$ cat src/hdl/lirs_pkg.sv
package lirs_pkg;

    localparam int RATE_W      = 18;
    localparam int SMP_W       = 16;
    localparam int MAX_BLOCK   = 4096;
    localparam int IDX_W       = $clog2(MAX_BLOCK);
    localparam int LIM_W       = IDX_W + 1;
    localparam int POS_W       = 20;
    localparam int HOLD_DEPTH  = 4;
    localparam int HOLD_IW     = $clog2(HOLD_DEPTH);
    localparam int HOLD_CW     = $clog2(HOLD_DEPTH + 1);
    localparam int ITER_W      = 5;
    localparam int PROD_W      = SMP_W + RATE_W;
    localparam int MAX_UPSAMPLE = 24;

    localparam logic [RATE_W-1:0] RATE_RESET       = RATE_W'(48000);
    localparam logic [ITER_W-1:0] DIV_STEP_ITERS   = ITER_W'(RATE_W);
    localparam logic [ITER_W-1:0] DIV_INTERP_ITERS = ITER_W'(SMP_W);

    localparam int REG_SENDER_RATE = 0;
    localparam int REG_OUTPUT_RATE = 1;

    typedef struct packed {
        logic [POS_W-1:0]  w;
        logic [RATE_W-1:0] r;
    } pos_t;

    typedef struct packed {
        logic              start;
        logic [RATE_W-1:0] rem_init;
        logic [RATE_W-1:0] dividend;
        logic [ITER_W-1:0] iters;
        logic [RATE_W-1:0] divisor;
    } div_req_t;

    typedef struct packed {
        logic              wr;
        logic [RATE_W-1:0] sender_rate;
        logic [RATE_W-1:0] output_rate;
    } cfg_t;

    typedef enum logic [3:0] {
        ST_IDLE,
        ST_RC_EFF,
        ST_RC_DIV,
        ST_RC_WAIT,
        ST_DR_A,
        ST_DR_B,
        ST_DR_C,
        ST_CK_A,
        ST_CK_B,
        ST_MUL,
        ST_DIV,
        ST_DIV_WAIT
    } state_t;

    function automatic pos_t pos_advance(pos_t p, logic [RATE_W-1:0] sw,
                                         logic [RATE_W-1:0] sr,
                                         logic [RATE_W-1:0] den);
        logic [RATE_W:0] rs;
        pos_t q;
        rs = {1'b0, p.r} + {1'b0, sr};
        if (rs >= {1'b0, den})
        begin
            q.r = RATE_W'(rs - {1'b0, den});
            q.w = p.w + POS_W'(sw) + POS_W'(1);
        end
        else
        begin
            q.r = rs[RATE_W-1:0];
            q.w = p.w + POS_W'(sw);
        end
        return q;
    endfunction

    function automatic logic pos_fits(pos_t p, logic [LIM_W-1:0] lim);
        return (p.w < POS_W'(lim)) || ((p.w == POS_W'(lim)) && (p.r == '0));
    endfunction

endpackage

$ cat src/hdl/lirs_div.sv
module lirs_div
(
    input  logic                             clk,
    input  logic                             rst_n,
    input  lirs_pkg::div_req_t               req,
    output logic                             done,
    output logic [lirs_pkg::RATE_W-1:0]      quot,
    output logic [lirs_pkg::RATE_W-1:0]      rem
);

    logic                          busy_reg, busy_next;
    logic                          done_reg, done_next;
    logic [lirs_pkg::ITER_W-1:0]   cnt_reg, cnt_next;
    logic [lirs_pkg::RATE_W-1:0]   rem_reg, rem_next;
    logic [lirs_pkg::RATE_W-1:0]   dvd_reg, dvd_next;
    logic [lirs_pkg::RATE_W-1:0]   quot_reg, quot_next;
    logic [lirs_pkg::RATE_W:0]     trial;
    logic [lirs_pkg::RATE_W:0]     trial_sub;
    logic                          ge;

    always_comb
    begin
        trial     = {rem_reg, dvd_reg[lirs_pkg::RATE_W-1]};
        ge        = trial >= {1'b0, req.divisor};
        trial_sub = trial - {1'b0, req.divisor};
        busy_next = busy_reg;
        done_next = 1'b0;
        cnt_next  = cnt_reg;
        rem_next  = rem_reg;
        dvd_next  = dvd_reg;
        quot_next = quot_reg;
        if (req.start)
        begin
            busy_next = 1'b1;
            cnt_next  = req.iters;
            rem_next  = req.rem_init;
            dvd_next  = req.dividend;
            quot_next = '0;
        end
        else if (busy_reg)
        begin
            rem_next  = ge ? trial_sub[lirs_pkg::RATE_W-1:0] : trial[lirs_pkg::RATE_W-1:0];
            dvd_next  = {dvd_reg[lirs_pkg::RATE_W-2:0], 1'b0};
            quot_next = {quot_reg[lirs_pkg::RATE_W-2:0], ge};
            cnt_next  = cnt_reg - lirs_pkg::ITER_W'(1);
            if (cnt_reg == lirs_pkg::ITER_W'(1))
            begin
                busy_next = 1'b0;
                done_next = 1'b1;
            end
        end
    end

    always_ff @(posedge clk or negedge rst_n)
    begin
        if (!rst_n)
        begin
            busy_reg <= 1'b0;
            done_reg <= 1'b0;
            cnt_reg  <= '0;
            rem_reg  <= '0;
            dvd_reg  <= '0;
            quot_reg <= '0;
        end
        else
        begin
            busy_reg <= busy_next;
            done_reg <= done_next;
            cnt_reg  <= cnt_next;
            rem_reg  <= rem_next;
            dvd_reg  <= dvd_next;
            quot_reg <= quot_next;
        end
    end

    assign done = done_reg;
    assign quot = quot_reg;
    assign rem  = rem_reg;

endmodule

$ cat src/hdl/lirs_ctrl.sv
module lirs_ctrl
(
    input  logic                           clk,
    input  logic                           rst_n,
    input  lirs_pkg::cfg_t                 cfg,
    input  logic                           in_valid,
    output logic                           in_ready,
    input  logic [lirs_pkg::SMP_W-1:0]     in_sample,
    input  logic                           in_end,
    output logic                           out_valid,
    input  logic                           out_ready,
    output logic [lirs_pkg::SMP_W-1:0]     out_sample,
    output logic                           out_last
);

    lirs_pkg::state_t              state_reg, state_next;
    lirs_pkg::div_req_t            div_req;
    logic                          div_done;
    logic [lirs_pkg::RATE_W-1:0]   div_quot;
    logic [lirs_pkg::RATE_W-1:0]   div_rem;

    logic [lirs_pkg::RATE_W-1:0]   eff_snd_reg, eff_snd_next;
    logic [lirs_pkg::RATE_W-1:0]   eff_out_reg, eff_out_next;
    logic [lirs_pkg::RATE_W-1:0]   step_w_reg, step_w_next;
    logic [lirs_pkg::RATE_W-1:0]   step_r_reg, step_r_next;
    logic [lirs_pkg::SMP_W-1:0]    prev_reg, prev_next;
    logic [lirs_pkg::SMP_W-1:0]    x_reg, x_next;
    logic [lirs_pkg::SMP_W-1:0]    a_reg, a_next;
    logic [lirs_pkg::IDX_W-1:0]    index_reg, index_next;
    logic                          end_reg, end_next;
    lirs_pkg::pos_t                next_pos_reg, next_pos_next;
    lirs_pkg::pos_t                emit_pos_reg, emit_pos_next;
    lirs_pkg::pos_t                probe_reg, probe_next;
    lirs_pkg::pos_t                probe2_reg, probe2_next;
    logic                          f1_reg, f1_next;
    logic                          emitted_reg, emitted_next;
    logic [lirs_pkg::SMP_W-1:0]    held_reg [lirs_pkg::HOLD_DEPTH];
    logic [lirs_pkg::SMP_W-1:0]    held_next [lirs_pkg::HOLD_DEPTH];
    logic [lirs_pkg::HOLD_CW-1:0]  held_cnt_reg, held_cnt_next;
    logic                          neg_reg, neg_next;
    logic [lirs_pkg::PROD_W-1:0]   prod_reg, prod_next;
    logic                          out_valid_reg, out_valid_next;
    logic [lirs_pkg::SMP_W-1:0]    out_data_reg, out_data_next;
    logic                          out_last_reg, out_last_next;

    lirs_div u_div
    (
        .clk   (clk),
        .rst_n (rst_n),
        .req   (div_req),
        .done  (div_done),
        .quot  (div_quot),
        .rem   (div_rem)
    );

    always_comb
    begin
        logic [lirs_pkg::LIM_W-1:0]   n;
        logic                          slot_free;
        logic                          emit_now;
        logic                          emit_last;
        logic                          f2;
        logic                          first;
        logic                          cond;
        logic                          pos_zero;
        logic                          below_k;
        logic [lirs_pkg::SMP_W:0]      diff;
        logic [lirs_pkg::SMP_W:0]      mag;
        logic [lirs_pkg::SMP_W:0]      q;
        logic [lirs_pkg::SMP_W+1:0]    sum;
        logic [lirs_pkg::RATE_W-1:0]   snd_e;
        logic [lirs_pkg::RATE_W-1:0]   out_e;
        logic [lirs_pkg::RATE_W+4:0]   lim24;

        n         = lirs_pkg::LIM_W'(index_reg) + lirs_pkg::LIM_W'(1);
        slot_free = !out_valid_reg || out_ready;
        emit_now  = 1'b0;
        emit_last = 1'b0;
        f2        = lirs_pkg::pos_fits(probe2_reg, n);
        first     = (emit_pos_reg == '0) && !emitted_reg;
        pos_zero  = (next_pos_reg == '0);
        below_k   = next_pos_reg.w < lirs_pkg::POS_W'(index_reg);
        cond      = 1'b0;
        diff      = {x_reg[lirs_pkg::SMP_W-1], x_reg} - {a_reg[lirs_pkg::SMP_W-1], a_reg};
        mag       = diff[lirs_pkg::SMP_W] ? (~diff + 1'b1) : diff;
        q         = {1'b0, div_quot[lirs_pkg::SMP_W-1:0]};
        if (neg_reg)
        begin
            q = ~(q + lirs_pkg::SMP_W'(div_rem != '0)) + 1'b1;
        end
        sum       = {{2{a_reg[lirs_pkg::SMP_W-1]}}, a_reg} + {q[lirs_pkg::SMP_W], q};
        snd_e     = (cfg.sender_rate == '0) ? lirs_pkg::RATE_W'(1) : cfg.sender_rate;
        out_e     = (cfg.output_rate == '0) ? lirs_pkg::RATE_W'(1) : cfg.output_rate;
        lim24     = (lirs_pkg::RATE_W+5)'(snd_e) * (lirs_pkg::RATE_W+5)'(lirs_pkg::MAX_UPSAMPLE);
        if ((lirs_pkg::RATE_W+5)'(out_e) > lim24)
        begin
            out_e = lim24[lirs_pkg::RATE_W-1:0];
        end

        state_next    = state_reg;
        eff_snd_next  = eff_snd_reg;
        eff_out_next  = eff_out_reg;
        step_w_next   = step_w_reg;
        step_r_next   = step_r_reg;
        prev_next     = prev_reg;
        x_next        = x_reg;
        a_next        = a_reg;
        index_next    = index_reg;
        end_next      = end_reg;
        next_pos_next = next_pos_reg;
        emit_pos_next = emit_pos_reg;
        probe_next    = probe_reg;
        probe2_next   = probe2_reg;
        f1_next       = f1_reg;
        emitted_next  = emitted_reg;
        held_next     = held_reg;
        held_cnt_next = held_cnt_reg;
        neg_next      = neg_reg;
        prod_next     = prod_reg;

        div_req          = '0;
        div_req.divisor  = eff_out_reg;

        unique case (state_reg)
            lirs_pkg::ST_IDLE:
            begin
                if (in_valid)
                begin
                    x_next     = in_sample;
                    end_next   = in_end ||
                                 (index_reg == lirs_pkg::IDX_W'(lirs_pkg::MAX_BLOCK - 1));
                    state_next = lirs_pkg::ST_DR_A;
                end
            end
            lirs_pkg::ST_RC_EFF:
            begin
                eff_snd_next = snd_e;
                eff_out_next = out_e;
                state_next   = lirs_pkg::ST_RC_DIV;
            end
            lirs_pkg::ST_RC_DIV:
            begin
                div_req.start    = 1'b1;
                div_req.rem_init = '0;
                div_req.dividend = eff_snd_reg;
                div_req.iters    = lirs_pkg::DIV_STEP_ITERS;
                state_next       = lirs_pkg::ST_RC_WAIT;
            end
            lirs_pkg::ST_RC_WAIT:
            begin
                if (div_done)
                begin
                    step_w_next = div_quot;
                    step_r_next = div_rem;
                    state_next  = lirs_pkg::ST_IDLE;
                end
            end
            lirs_pkg::ST_DR_A:
            begin
                if (held_cnt_reg == '0)
                begin
                    state_next = lirs_pkg::ST_CK_A;
                end
                else
                begin
                    probe_next = lirs_pkg::pos_advance(emit_pos_reg, step_w_reg,
                                                       step_r_reg, eff_out_reg);
                    state_next = lirs_pkg::ST_DR_B;
                end
            end
            lirs_pkg::ST_DR_B:
            begin
                f1_next     = lirs_pkg::pos_fits(probe_reg, n);
                probe2_next = lirs_pkg::pos_advance(probe_reg, step_w_reg,
                                                    step_r_reg, eff_out_reg);
                state_next  = lirs_pkg::ST_DR_C;
            end
            lirs_pkg::ST_DR_C:
            begin
                priority if (!end_reg && !f2)
                begin
                    state_next = lirs_pkg::ST_CK_A;
                end
                else if (end_reg && !f1_reg && !first)
                begin
                    held_cnt_next = '0;
                    state_next    = lirs_pkg::ST_CK_A;
                end
                else if (slot_free)
                begin
                    emit_now  = 1'b1;
                    emit_last = end_reg && !f2;
                    for (int i = 0; i < lirs_pkg::HOLD_DEPTH - 1; i++)
                    begin
                        held_next[i] = held_reg[i+1];
                    end
                    held_cnt_next = held_cnt_reg - lirs_pkg::HOLD_CW'(1);
                    emit_pos_next = probe_reg;
                    emitted_next  = 1'b1;
                    state_next    = lirs_pkg::ST_DR_A;
                end
                else
                begin
                    state_next = lirs_pkg::ST_DR_C;
                end
            end
            lirs_pkg::ST_CK_A:
            begin
                probe_next = lirs_pkg::pos_advance(next_pos_reg, step_w_reg,
                                                   step_r_reg, eff_out_reg);
                state_next = lirs_pkg::ST_CK_B;
            end
            lirs_pkg::ST_CK_B:
            begin
                if (end_reg)
                begin
                    cond = (next_pos_reg.w <= lirs_pkg::POS_W'(index_reg)) &&
                           (held_cnt_reg < lirs_pkg::HOLD_CW'(lirs_pkg::HOLD_DEPTH)) &&
                           (lirs_pkg::pos_fits(probe_reg, n) || pos_zero);
                end
                else
                begin
                    cond = below_k &&
                           (held_cnt_reg < lirs_pkg::HOLD_CW'(lirs_pkg::HOLD_DEPTH));
                end
                if (cond)
                begin
                    a_next     = below_k ? prev_reg : x_reg;
                    state_next = lirs_pkg::ST_MUL;
                end
                else if (!end_reg)
                begin
                    prev_next  = x_reg;
                    index_next = index_reg + lirs_pkg::IDX_W'(1);
                    state_next = lirs_pkg::ST_IDLE;
                end
                else
                begin
                    prev_next     = '0;
                    index_next    = '0;
                    next_pos_next = '0;
                    emit_pos_next = '0;
                    emitted_next  = 1'b0;
                    held_cnt_next = '0;
                    state_next    = lirs_pkg::ST_IDLE;
                end
            end
            lirs_pkg::ST_MUL:
            begin
                neg_next   = diff[lirs_pkg::SMP_W];
                prod_next  = lirs_pkg::PROD_W'(mag[lirs_pkg::SMP_W-1:0]) *
                             lirs_pkg::PROD_W'(next_pos_reg.r);
                state_next = lirs_pkg::ST_DIV;
            end
            lirs_pkg::ST_DIV:
            begin
                div_req.start    = 1'b1;
                div_req.rem_init = prod_reg[lirs_pkg::PROD_W-1:lirs_pkg::SMP_W];
                div_req.dividend = {prod_reg[lirs_pkg::SMP_W-1:0],
                                    (lirs_pkg::RATE_W-lirs_pkg::SMP_W)'(0)};
                div_req.iters    = lirs_pkg::DIV_INTERP_ITERS;
                state_next       = lirs_pkg::ST_DIV_WAIT;
            end
            lirs_pkg::ST_DIV_WAIT:
            begin
                if (div_done)
                begin
                    held_next[held_cnt_reg[lirs_pkg::HOLD_IW-1:0]] =
                        sum[lirs_pkg::SMP_W-1:0];
                    held_cnt_next = held_cnt_reg + lirs_pkg::HOLD_CW'(1);
                    next_pos_next = probe_reg;
                    state_next    = lirs_pkg::ST_DR_A;
                end
            end
            default:
            begin
                state_next = lirs_pkg::ST_IDLE;
            end
        endcase

        if (cfg.wr)
        begin
            prev_next     = '0;
            index_next    = '0;
            next_pos_next = '0;
            emit_pos_next = '0;
            emitted_next  = 1'b0;
            held_cnt_next = '0;
            state_next    = lirs_pkg::ST_RC_EFF;
        end

        out_valid_next = out_valid_reg;
        out_data_next  = out_data_reg;
        out_last_next  = out_last_reg;
        if (emit_now)
        begin
            out_valid_next = 1'b1;
            out_data_next  = held_reg[0];
            out_last_next  = emit_last;
        end
        else if (out_ready)
        begin
            out_valid_next = 1'b0;
        end
    end

    always_ff @(posedge clk or negedge rst_n)
    begin
        if (!rst_n)
        begin
            state_reg <= lirs_pkg::ST_IDLE;
        end
        else
        begin
            state_reg <= state_next;
        end
    end

    always_ff @(posedge clk or negedge rst_n)
    begin
        if (!rst_n)
        begin
            eff_snd_reg   <= lirs_pkg::RATE_RESET;
            eff_out_reg   <= lirs_pkg::RATE_RESET;
            step_w_reg    <= lirs_pkg::RATE_W'(1);
            step_r_reg    <= '0;
            prev_reg      <= '0;
            x_reg         <= '0;
            a_reg         <= '0;
            index_reg     <= '0;
            end_reg       <= 1'b0;
            next_pos_reg  <= '0;
            emit_pos_reg  <= '0;
            probe_reg     <= '0;
            probe2_reg    <= '0;
            f1_reg        <= 1'b0;
            emitted_reg   <= 1'b0;
            held_cnt_reg  <= '0;
            neg_reg       <= 1'b0;
            prod_reg      <= '0;
            out_valid_reg <= 1'b0;
            out_data_reg  <= '0;
            out_last_reg  <= 1'b0;
            for (int i = 0; i < lirs_pkg::HOLD_DEPTH; i++)
            begin
                held_reg[i] <= '0;
            end
        end
        else
        begin
            eff_snd_reg   <= eff_snd_next;
            eff_out_reg   <= eff_out_next;
            step_w_reg    <= step_w_next;
            step_r_reg    <= step_r_next;
            prev_reg      <= prev_next;
            x_reg         <= x_next;
            a_reg         <= a_next;
            index_reg     <= index_next;
            end_reg       <= end_next;
            next_pos_reg  <= next_pos_next;
            emit_pos_reg  <= emit_pos_next;
            probe_reg     <= probe_next;
            probe2_reg    <= probe2_next;
            f1_reg        <= f1_next;
            emitted_reg   <= emitted_next;
            held_cnt_reg  <= held_cnt_next;
            neg_reg       <= neg_next;
            prod_reg      <= prod_next;
            out_valid_reg <= out_valid_next;
            out_data_reg  <= out_data_next;
            out_last_reg  <= out_last_next;
            held_reg      <= held_next;
        end
    end

    assign in_ready   = (state_reg == lirs_pkg::ST_IDLE);
    assign out_valid  = out_valid_reg;
    assign out_sample = out_data_reg;
    assign out_last   = out_last_reg;

endmodule

$ cat src/hdl/linear_interpolation_resampler_top.sv
// Each input beat passes through the sequencer, which runs one multiply and a 16-step serial
// divide for each output it computes and emits; the beat after it is taken once the
// sequencer is back in idle. A rate write starts a step recompute (18-step serial divide)
// with the sample input held off.
// Reset: rst_n is asynchronous; both rates return to 48000, the step to 1, the block
// state and the output register are cleared.
module linear_interpolation_resampler_top
(
    input  logic        clk,
    input  logic        rst_n,
    input  logic        s_axis_tvalid,
    output logic        s_axis_tready,
    input  logic [15:0] s_axis_tdata,   // [15:0] in_sample
    input  logic        s_axis_tlast,
    output logic        m_axis_tvalid,
    input  logic        m_axis_tready,
    output logic [15:0] m_axis_tdata,   // [15:0] out_sample
    output logic        m_axis_tlast,
    input  logic        psel,
    input  logic        penable,
    input  logic        pwrite,
    input  logic [2:0]  paddr,
    input  logic [31:0] pwdata,
    output logic [31:0] prdata,
    output logic        pready
);

    logic [lirs_pkg::RATE_W-1:0] snd_rate_reg, snd_rate_next;
    logic [lirs_pkg::RATE_W-1:0] out_rate_reg, out_rate_next;
    logic                        wr;
    logic                        reg_sel;
    lirs_pkg::cfg_t              cfg;

    assign pready  = 1'b1;
    assign wr      = psel && penable && pwrite && pready;
    assign reg_sel = paddr[2];

    always_comb
    begin
        snd_rate_next = snd_rate_reg;
        out_rate_next = out_rate_reg;
        if (wr)
        begin
            unique case (reg_sel)
                1'(lirs_pkg::REG_SENDER_RATE):
                begin
                    snd_rate_next = pwdata[lirs_pkg::RATE_W-1:0];
                end
                1'(lirs_pkg::REG_OUTPUT_RATE):
                begin
                    out_rate_next = pwdata[lirs_pkg::RATE_W-1:0];
                end
                default:
                begin
                    snd_rate_next = snd_rate_reg;
                end
            endcase
        end
    end

    always_ff @(posedge clk or negedge rst_n)
    begin
        if (!rst_n)
        begin
            snd_rate_reg <= lirs_pkg::RATE_RESET;
            out_rate_reg <= lirs_pkg::RATE_RESET;
        end
        else
        begin
            snd_rate_reg <= snd_rate_next;
            out_rate_reg <= out_rate_next;
        end
    end

    assign prdata = (reg_sel == 1'(lirs_pkg::REG_OUTPUT_RATE)) ?
                    32'(out_rate_reg) : 32'(snd_rate_reg);

    always_comb
    begin
        cfg.wr          = wr;
        cfg.sender_rate = snd_rate_reg;
        cfg.output_rate = out_rate_reg;
    end

    lirs_ctrl u_ctrl
    (
        .clk        (clk),
        .rst_n      (rst_n),
        .cfg        (cfg),
        .in_valid   (s_axis_tvalid),
        .in_ready   (s_axis_tready),
        .in_sample  (s_axis_tdata),
        .in_end     (s_axis_tlast),
        .out_valid  (m_axis_tvalid),
        .out_ready  (m_axis_tready),
        .out_sample (m_axis_tdata),
        .out_last   (m_axis_tlast)
    );

endmodule
$ cat config.mk
export PLATFORM = sky130hd
export DESIGN_NAME = linear_interpolation_resampler_top
export DESIGN_NICKNAME = d
export VERILOG_FILES = /design/src/hdl/lirs_pkg.sv /design/src/hdl/lirs_div.sv /design/src/hdl/lirs_ctrl.sv /design/src/hdl/linear_interpolation_resampler_top.sv
export SDC_FILE = /design/constraint.sdc
export NUM_CORES = 2
export LEC_CHECK = 0
export CORE_MARGIN = 2
export CORE_UTILIZATION = 58
export DETAILED_ROUTE_END_ITERATION = 10
export DONT_BUFFER_PORTS = 1
export MAX_ROUTING_LAYER = met4
export PLACE_DENSITY_LB_ADDON = 0.2
export SLEW_MARGIN = 10
export SYNTH_ARGS = -nofsm -noshare
export SYNTH_HDL_FRONTEND = slang
export SYNTH_SLANG_ARGS = --single-unit
$ cat constraint.sdc
create_clock -name clk -period 8.05 [get_ports clk]
set_clock_uncertainty 0.1 [all_clocks]
set_input_delay 1.2075 -clock clk [delete_from_list [all_inputs] [get_ports clk]]
set_output_delay 1.2075 -clock clk [all_outputs]
set_load 0.02 [all_outputs]
# Word-level counts from Yosys, hierarchy flattened
# Index checks and enable logic that the tools add are counted.
# word_totals
ff_bits	508
latchBits	0
ramBits	0
rom_bits	0
in_bits	59
output_inout_bits	52
word_cells	254
memories	0
# classes
add_sub_neg	23
mul	2
div_mod_pow	0
order_cmp	12
n_eq_ne	30
n_shift	0
n_mux	91
bitwise_logic	4
n_reduce_logical	54
# op_table
cell	n
$mux 38	12
$pmux 38 s2	3
$mux 18	11
$mux 48	3
$mux 16	8
$pmux 48 s2	1
$pmux 42 s2	1
$ge 19x18->1	4
$logic_not 38->1	2
$logic_not 18->1	4
$sub 18x18->18	4
$bwmux 64	1
$mux 64	1
$add 20x1->20 const B	3
$add 20x18->20	3
$add 18x18->19	3
$mux 12	4
$pmux 4 s12	1
$eq 20x13->1	2
$lt 20x13->1	2
$mul 16x18->34	1
$add 16x1->16 const B	2
$demux 16 s2	1
$not 16->16	2
49 further kinds	137

# Longest topological paths before layout
# depth
ltp_word	11
depth_mapped	37
depth_no_buf	36

# Cells and area by module
# From an unflattened synthesis, not the netlist that was laid out.
# unflattened
hier_cells	5142
hier_area_um2	45835.2
# by_module_without_submodules
mod	n_inst	cells_each	area_per_inst_um2	seq_area_each_um2
lirs_ctrl	1	4617	40161.0	10303.6
lirs_div	1	411	3862.5	1526.5
linear_interpolation_resampler_top	1	114	1811.7	918.4

# Worst setup path before layout
# No wires, ideal clock.
# synth_timing
path_kind	register -> register
from	register u_ctrl.a_reg[0] (netlist bit)
to	register u_ctrl.prod_reg[32] (netlist bit)
setup_time_ps	70
t_arrival_ps	8712
required_ps	7880
setup_slack_ps	-832
path_stages_with_launch	36
path_buffers	2
period_less_slack_ps	8882
cell_sequence	dfrtp_1 ha_1 fa_1 nor2b_1 o21ai_1 a21boi_1 o21ai_1 a211oi_1 o21ai_1 a31oi_2 nor2_1 xnor2_1 buf_2 nand2_1 fa_1 inv_1 fa_1 inv_1 fa_1 inv_1 fa_1 fa_1 inv_1 fa_1 inv_1 ha_1 clkbuf_1 a211oi_1 o31ai_1 a41oi_1 a211o_1 a21oi_2 nor3b_1 or4b_1 a2111oi_0 nand3b_1
# synth_between
elab_chain_cells	5
# synth_lines
item	line_no	rtl
from (decl)	lirs_ctrl.sv:28	logic [lirs_pkg::SMP_W-1:0] a_reg, a_next;
from (signal assigned)	lirs_ctrl.sv:357	a_reg <= a_next;
$sub 16x16->17 (*)	lirs_ctrl.sv:84	diff = {x_reg[lirs_pkg::SMP_W-1], x_reg} - {a_reg[lirs_pkg::SMP_W-1], a_reg};
$not 16->16	lirs_ctrl.sv:85	mag = diff[lirs_pkg::SMP_W] ? (~diff + 1'b1) : diff;
$add 16x1->16	lirs_ctrl.sv:85	
$mux 16 (*)	lirs_ctrl.sv:85	
$mul 16x18->34 (*)	lirs_ctrl.sv:251	prod_next = lirs_pkg::PROD_W'(mag[lirs_pkg::SMP_W-1:0]) *
to (signal assigned)	lirs_ctrl.sv:368	prod_reg <= prod_next;
to (decl)	lirs_ctrl.sv:41	logic [lirs_pkg::PROD_W-1:0] prod_reg, prod_next;
# Mark *: on every way between the ends. The rest lies on a longest branch, timed or not.
# A chain may end at the register's enable or synchronous reset.

# Worst setup path after layout
# layout_timing
from	register u_ctrl.x_reg[0] (netlist bit)
to	register u_ctrl.prod_reg[32] (netlist bit)
# layout_between
elab_chain_cells	5
# layout_lines
item	line_no	rtl
from (decl)	lirs_ctrl.sv:27	logic [lirs_pkg::SMP_W-1:0] x_reg, x_next;
from (signal assigned)	lirs_ctrl.sv:356	x_reg <= x_next;
$sub 16x16->17 (*)	lirs_ctrl.sv:84	
$not 16->16	lirs_ctrl.sv:85	
$add 16x1->16	lirs_ctrl.sv:85	
$mux 16 (*)	lirs_ctrl.sv:85	
$mul 16x18->34 (*)	lirs_ctrl.sv:251	
# Marked as above.

==> results.yml <==
synthesis:
  ys_dominant_reg_cell: "sky130_fd_sc_hd__dfrtp_1"
  yosysUniqueCellTypes: 102
  yosysMostFrequentCell: "sky130_fd_sc_hd__nand2_1"
  synth.cell_area_mm2: 0.04595
  synth_seq_cells: 508
  synthCells: 5200
  top_cells_by_count_synth: "sky130_fd_sc_hd__nand2_1 (646), sky130_fd_sc_hd__dfrtp_1 (479), sky130_fd_sc_hd__inv_1 (422)"
  netlist_top_cells_area: "sky130_fd_sc_hd__dfrtp_1 (26%), sky130_fd_sc_hd__ha_1 (11%), sky130_fd_sc_hd__fa_1 (10%), sky130_fd_sc_hd__nand2_1 (5.3%), sky130_fd_sc_hd__xnor2_1 (3.8%)"
  synth_top_area_cell: "sky130_fd_sc_hd__dfrtp_1"
  netlist.area_leader.share: 0.2609
  synth_enable_flop_cells: 0
  avgSynthCellArea_um2: 8.836
  synth.yosys.seq_area_share: 0.2775
  asyncSetResetFlopFracSynth: 1.000
  ys.warnings.count: 0
pwr:
  power.share.sequential: 0.185
  pwr-share-clk: 0.132
  total_leakage_power_nw: 25.04
  powerDensity_mw_per_mm2: 458.9
  internal_power_mw: 12.80
  total_power_mw: 23.89
  pwr-share-comb: 0.684
  power.switching_fraction: 0.4644
  worst_ir_drop_vdd_mv: 0.6468
  netSwitchingPower_mw: 11.10
timing:
  rsz0062_at_grt: "true"
  maxSlewHeadroom: 0.1997
  setup_viol_count_final: 14
  worstMarginPinSlew_ns: 1.196
  final.period_utilization: 1.078
  period_needed_ns: 8.675
  timing.final.ws_setup_ns: -0.6249
  worst_hold_slack_ns: 0.2107
  finalHoldViolations: 0
  timing.setup.tns_ns: -3.736
  slew_violations: 0
  maximum_operating_frequency_mhz: 115.3
floorplan:
  die_h_um: 285.5
  core_area_mm2: 0.07874
  dieArea_mm2: 0.08148
  start_util: 0.5835
  io_pins: 111
  die_width_um: 285.5
  core.rowCount: 103
clock_network:
  htreeDepth: 2
  clock_tree_from_tritoncts: "yes"
  clk_pin_slew_ns: 0.06
  cts_num_sinks: 508
  clockRootBuffer: "sky130_fd_sc_hd__clkbuf_16"
  holdBufCountCts: 0
  insertion_delay_of_the_later_clocked_pin_in_the_worst_skew_pair_ns: 0.65
  numCtsBuffers: 60
  clockBufferDepth: 3
global_route:
  grt_remaining_overflow: 0
  first_pass_grt_wire_length_um: 209400
  number_of_global_route_vias_before_repair: 38220
  maximum_number_of_pins_on_one_net_before_global_route_repair: 509
  antenna_found_initial: 2
  global_route.usage.total: 0.3301
worst_setup_path:
  critical_path.startpoint_type: "flip-flop"
  most_repeated_library_cell_on_the_critical_path: "sky130_fd_sc_hd__fa_1"
  worst-path-max-fanout: 7
  r2r_end: "u_ctrl.prod_reg[32]$_DFFE_PN0P_"
  criticalPathCategory: "reg2reg"
  rrSetupSlack_ns: -0.62
  critical_path.top_delay_family: "adder cells"
  slowest_delay_ns: 0.58
  crit_buf_inv: 8
  reg2reg_depth: 37
  endpoint_required_time_on_the_critical_path_ns: 8.52
  worst_r2r_startpoint: "u_ctrl.x_reg[0]$_DFFE_PN0P_"
  timing.critical_path.to_type: "flip-flop"
  cp_arrival_ns: 9.15
  slowest_stage: "sky130_fd_sc_hd__fa_1"
placement:
  weighted_congestion_at_the_end_of_routability_driven_global_placement: 0.9511
  placedInstanceArea_mm2: 0.04845
  placement_stage_worst_setup_slack_ns: -0.6989
  io_buffers: 0
  number_of_cells_in_the_design_after_placement: 6221
  post-dp-hpwl_um: 97040
drt:
  drc: 0
  via_count: 38830
  route.detailed.vias_per_inst: 6.077
  route.detailed.wl_per_inst_um: 20.67
  drt_first_iter_violations: 3474
  detailedRoute.firstPassIterationCount: 6
  antenna_violating_nets_post_route: 0
  totalWireLength_um: 132000
layout:
  layout.cells.non_filler: 6389
  fillers: 6397
  design_area_mm2: 0.05206
  largest_register_ffs: 64
  final_core_occ: 0.6612
  net_count_reported_at_finish: 5985
  areaGrowthSynthToFinish_pct: 13.32
  final_layout_size_suffix_gt1_frac: 0.1506
status:
  failed_checks: "setup timing"
  run_status: "finished with violations"
run:
  drv.max_cap_violation_count: 0
min_path:
  holdCritPathClass: "in2async"
## placed cells by master (no fill, tap or decap), drive strengths merged, types with 142 or more instances in the layout
cell type	count
nand2	646
dfrtp	479
inv	426
ha	405
nor2	339
o21ai	310
buf	277
a21oi	271
fa	235
xnor2	200
mux2	142
## how the worst max path moves through the flow
stage                                 from                              end  slack, ns  cells past startpoint
2_1_floorplan  u_ctrl.x_reg[0]$_DFFE_PN0P_  u_ctrl.prod_reg[32]$_DFFE_PN0P_      -0.23                     36
4_1_cts        u_ctrl.x_reg[0]$_DFFE_PN0P_  u_ctrl.prod_reg[32]$_DFFE_PN0P_      -0.45                     34
3_3_place_gp   u_ctrl.x_reg[0]$_DFFE_PN0P_  u_ctrl.prod_reg[32]$_DFFE_PN0P_      -0.55                     33
6_report       u_ctrl.x_reg[0]$_DFFE_PN0P_  u_ctrl.prod_reg[32]$_DFFE_PN0P_      -0.62                     37
5_1_grt        u_ctrl.x_reg[0]$_DFFE_PN0P_  u_ctrl.prod_reg[32]$_DFFE_PN0P_      -0.92                     37
3_5_place_dp   u_ctrl.x_reg[0]$_DFFE_PN0P_  u_ctrl.prod_reg[32]$_DFFE_PN0P_      -0.70                     34
## worst register-to-register path, delay by kind of cell, from the launching register on
kind,cells,cell delay (ns)
xor gates and xnor gates,1,0.15
adders and majority gates,9,3.90
and+or+nand+nor,6,1.05
DFF,1,0.34
buffers and inverters,8,0.66
AOI/OAI and AO/OA,13,2.47
## power by group through the flow
| stage | clock (mW) | sequential [mW] | combinational, mW |
|---|---|---|---|
| 5_1_grt | 3.28 | 4.49 | 17.7 |
| 4_1_cts | 3.18 | 4.38 | 15.3 |
| 3_3_place_gp | 0 | 4.39 | 13.6 |
| 6_report | 3.15 | 4.41 | 16.3 |
| 3_5_place_dp | 0 | 4.42 | 13.8 |
| 2_1_floorplan | 0 | 3.95 | 9.71 |
## final cells by class
type | count | area, um2 | share of cell area
multi-input cells | 4016 | 31720 | 0.6092
flip-flops and latches | 508 | 12750 | 0.2449
repair buffers | 278 | 2399 | 0.04607
clock buffers | 79 | 1693 | 0.03251
inverters | 422 | 1584 | 0.03042
well taps | 1050 | 1314 | 0.02523
clock inverters | 34 | 603.1 | 0.01158
diodes | 2 | 5.005 | 0.00009613
## kinds of logic after synthesis
group                    share of synthesized area
buffers and inverters                      0.05890
other                                    0.0001635
multiplexers                               0.05332
AO/OA/AOI/OAI                               0.1687
XOR/XNOR                                   0.05917
flip-flops                                  0.2775
AND/OR/NAND/NOR                             0.1696
adder cells (fa/ha/maj)                     0.2127
## layer usage
| layer | part of all wire | GRT usage |
|---|---|---|
| met5 | 0 | - |
| met4 | 0.041 | 0.1161 |
| met3 | 0.057 | 0.03860 |
| met2 | 0.48 | 0.5370 |
| met1 | 0.43 | 0.4285 |
## repair_timing
action                                  in CTS  in global routing
cloned                                       2                  0
pin swaps                                   71                 99
endpoints found under the setup margin      14                 22
setup buffers                               32                 20
gates resized for setup                     79                 86
Note: power is estimated with default switching activity, not from simulation.
